## src/sv/ddt_pkg.sv

```systemverilog
// ============================================================================
// Directory table package
// Shared widths, codes, state encoding and the command and status bundles
// that join the controller and the datapath.
// ============================================================================
package ddt_pkg;

    localparam int DEF_MAX_ENTRIES = 32;
    localparam int DEF_KEY_BITS    = 256;

    localparam int KEY_FULL_W = 256;
    localparam int KEY_WORD_W = 64;
    localparam int HOST_W     = 32;
    localparam int PORT_W     = 16;
    localparam int CAPS_W     = 16;
    localparam int REC_W      = HOST_W + PORT_W + CAPS_W;
    localparam int INDEX_W    = 5;
    localparam int STATUS_W   = 2;
    localparam int COUNT_W    = 6;

    localparam int S_TDATA_W = 328;
    localparam int M_TDATA_W = 328;

    localparam logic REQ_INSERT = 1'b0;
    localparam logic REQ_READ   = 1'b1;

    typedef enum logic [STATUS_W-1:0] {
        STAT_OK    = 2'd0,
        STAT_DUP   = 2'd1,
        STAT_FULL  = 2'd2,
        STAT_RANGE = 2'd3
    } status_t;

    typedef enum logic [1:0] {
        ST_IDLE,
        ST_SCAN,
        ST_RD_ADDR,
        ST_FINISH
    } state_t;

    typedef struct packed {
        logic load;
        logic scan;
        logic rd_issue;
        logic finish;
    } ddt_cmd_t;

    typedef struct packed {
        logic scan_done;
        logic out_free;
    } ddt_stat_t;

endpackage

```

## src/sv/ddt_ctrl.sv

```systemverilog
// ============================================================================
// Directory table controller
// Sequences one request at a time through key scan, entry read and result.
// ============================================================================
module ddt_ctrl
    import ddt_pkg::*;
(
    input  logic      aclk,
    input  logic      aresetn,
    input  logic      s_tvalid,
    input  logic      s_tuser,
    output logic      s_tready,
    output ddt_cmd_t  cmd,
    input  ddt_stat_t stat
);

    state_t state_reg;
    state_t state_next;

    always_ff @(posedge aclk) begin
        if (!aresetn) begin
            state_reg <= ST_IDLE;
        end else begin
            state_reg <= state_next;
        end
    end

    always_comb begin
        state_next = state_reg;
        s_tready   = 1'b0;
        cmd        = '0;
        case (state_reg)
            ST_IDLE: begin
                s_tready = 1'b1;
                if (s_tvalid) begin
                    cmd.load   = 1'b1;
                    state_next = (s_tuser == REQ_READ) ? ST_RD_ADDR : ST_SCAN;
                end
            end
            ST_SCAN: begin
                cmd.scan = 1'b1;
                if (stat.scan_done) begin
                    state_next = ST_FINISH;
                end
            end
            ST_RD_ADDR: begin
                cmd.rd_issue = 1'b1;
                state_next   = ST_FINISH;
            end
            ST_FINISH: begin
                if (stat.out_free) begin
                    cmd.finish = 1'b1;
                    state_next = ST_IDLE;
                end
            end
            default: begin
                state_next = ST_IDLE;
            end
        endcase
    end

endmodule

```

## config.mk

```make
export PLATFORM = sky130hd
export DESIGN_NAME = ddt_ctrl
export DESIGN_NICKNAME = d
export VERILOG_FILES = /design/src/sv/ddt_pkg.sv /design/src/sv/ddt_ctrl.sv
export SDC_FILE = /design/constraint.sdc
export NUM_CORES = 1
export LEC_CHECK = 0
export BUFFER_PORTS_ARGS = -buffer_cell sky130_fd_sc_hd__buf_2
export CAP_MARGIN = 20
export CORE_AREA = 3 3 40 42
export CTS_BUF_LIST = sky130_fd_sc_hd__clkbuf_4 sky130_fd_sc_hd__clkbuf_8
export CTS_CLUSTER_SIZE = 14
export DETAILED_ROUTE_END_ITERATION = 16
export DIE_AREA = 0 0 43 45
export GPL_TIMING_DRIVEN = 0
export PLACE_DENSITY = 0.39
export SLEW_MARGIN = 25
export SYNTH_ARGS = -nofsm -noshare
export SYNTH_HDL_FRONTEND = slang
export SYNTH_SLANG_ARGS = --single-unit
export TNS_END_PERCENT = 100
```

## constraint.sdc

```tcl
create_clock -name aclk -period 1.6 [get_ports aclk]
set_clock_uncertainty 0.2 [all_clocks]
set_input_delay 0.16 -clock aclk [delete_from_list [all_inputs] [get_ports aclk]]
set_output_delay 0.16 -clock aclk [all_outputs]
set_load 0.05 [all_outputs]
```

==> reports/qor.csv <==
stage,metric,value,unit
timing,RSZ-0062 raised after global routing,no,
logic_synthesis,Syn Area/Cell,8.47,sq um
setup_path,Critical Path Fanout Max,6,
floorplan,Initial Util,14.5,%
detailed_routing,Remaining DRCs,0,
floorplan,Die Ht,45,microns
floorplan,DIE AREA,1940,sq um
cts,clk slew on worst S/H paths,0.03,ns
setup_path,crit end category,output port,
global_routing,number of global-route vias before repair,180,
global_routing,global-route wire length before repair,676,microns
floorplan,Std-Cell Rows,13,
floorplan,Boundary Pins,11,
logic_synthesis,"Distinct cells, synth",10,
cts,CTS max path bufs,2,
placed_design,HPWL Detailed,364,microns
power,sw frac,51.6,%
timing,"Hold Violations, Final",0,
detailed_routing,first-pass iteration count of the detailed router,4,
cts,clock sinks,2,
timing,fmax,649,MHz
placed_design,Port Buffers,10,
cts,CTS tree,built,
layout,P&R area growth vs syn,78.5,%
status,status,completed,
hold_path,path type of the worst min-delay path,input port to flop,
detailed_routing,drt initial violations,6,
detailed_routing,via count,198,
power,Internal Power,365,uW
floorplan,die width,43,microns
timing,setup_tns,0,ns
power,Comb pwr share,69.2,%
cts,total clock buffers created by CTS,3,
setup_path,slowest CP cell,dfxtp_4,
layout,NumNets Final,49,
timing,Worst Tran Pin Value,0.268,ns
layout,Final Cell Area,333,sq um
power,sequential share of power,15.3,%
layout,Antenna Cells,0,
setup_path,CP required,1.24,ns
logic_synthesis,sequential share of the synthesized area,21.5,%
setup_path,WP data arrival,1.18,ns
placed_design,Place WS,-0.116,ns
layout,"commonest non-fill, non-tap cell in the layout",buf_2,
floorplan,CORE AREA,1280,sq um
placed_design,dpl cells,47,
power,switching power,390,uW
layout,most frequent cells in the layout,"buf_2, inv_1, nand2_1",
timing,Final min period,1.54,ns
timing,Final Cycle Share,96.3,%
logic_synthesis,Syn Inst Count,22,
layout,Post-Layout Cell Count,52,
timing,WHS,0.0481,ns
placed_design,gp weighted congestion,0.681,
setup_path,CP Class,flop to output port,
placed_design,cell area after placement,282,sq um
flow_run,max cap viols,0,
timing,Final Slew Violations,0,
cts,H-tree Lvls,1,
power,Clock power frac,15.5,%
global_routing,GRT overflow,0,
global_routing,largest net degree at the start of global routing,7,
power,worst vdd ir,0.000760,V
layout,max reg flops,2,
global_routing,GRT Overall Usage,5.32,%
logic_synthesis,YS warnings,0,
power,power density over cell area,2270,nW/um^2
detailed_routing,mean routed wirelength per cell,9.00,microns
power,Leak,0.000174,uW
logic_synthesis,register bit total from synthesis,2,
global_routing,antenna violations before repair,0,
cts,clk root buf,clkbuf_4,
setup_path,startpoint types,flop,
timing,post-route setup slack,0.0587,ns
detailed_routing,Routed WL,468,microns
timing,# setup viols final,0,
layout,layout cells sized above 1,59.5,%
detailed_routing,Routed Antenna Nets,0,
setup_path,"Critical Path, Cell by Cell","inv_1, ha_4, and2_2, buf_6",
cts,Clock Latency Late Sink,0.23,ns
detailed_routing,Vias/cell,3.81,
logic_synthesis,cell area after synthesis,186,sq um
setup_path,"slowest stage delay, CP",0.36,ns
timing,slew margin rel.,82.1,%
logic_synthesis,Mapped Nets,32,
[metal layers]
metal	wire length, microns	GRT usage (%)
met1	213	4.56
met5	0	0
met2	160	7.49
met3	80	5.58
met4	14	3.61
[cells by family after synthesis]
logic type	after synthesis	synth area share [%]
AOI/OAI and AO/OA	2	9.40
DFF	2	21.5
muxes	3	16.8
adders and majority gates	4	26.8
buffers and inverters	5	10.1
and+or+nand+nor	6	15.4
[critical path, delay by kind of cell (launching register included)]
kind / cells / cell delay [ns]
fa+ha+maj: 1 / 0.19
flops: 1 / 0.36
buf+inv: 2 / 0.23
simple gates: 1 / 0.17
[cell usage after synthesis, drive strengths merged]
master,n,area share [%]
inv,5,10
ha,4,27
nand2,4,8.1
and2,2,7.4
dfxtp,2,21
mux2i,2,11
a222oi,1,5.4
mux2,1,6.0
o211ai,1,4.0
[final timing paths]
kind	from	endpoint	slack, ns	cells after the start
worst max-delay path	state_reg[0]	cmd[3]	0.06	4
worst min-delay path	s_tuser	state_reg[0]	0.05	4
worst max register to register	state_reg[0]	state_reg[0]	0.09	5
worst min register to register	state_reg[1]	state_reg[1]	0.29	2
[power groups by stage]
stage	Sequential, uW	Combinational (uW)	Clock [uW]
2_1_floorplan	99.6	441	0
3_3_place_gp	106	479	0
3_5_place_dp	107	491	0
4_1_cts	116	521	127
5_1_grt	119	558	131
6_report	115	523	117
[final cells by class]
type | instances | area [sq um]
clock buffers | 3 | 22.5
multi-input cells | 15 | 154
repair buffers | 12 | 73.8
inverters | 5 | 18.8
flip-flops and latches | 2 | 45.0
well taps | 15 | 18.8
fillers | 146 | 952
[metrics by stage]
step / total power, uW / util (%)
after floorplan: 540 / -
after global placement: 586 / 21.9
after detailed placement: 598 / 21.9
after CTS: 763 / 25.6
after global routing: 808 / 25.9
final: 755 / 25.9
[what timing repair did]
item / in CTS / in global routing
hold buffers: 1 / 0
setup endpoints to repair: 3 / 1
gates resized for setup: 4 / 1
pin swaps: 1 / 0
buffers inserted: 1 / 0
hold endpoints to repair: 1 / 0
No activity file was read; power rests on OpenSTA's default activity.
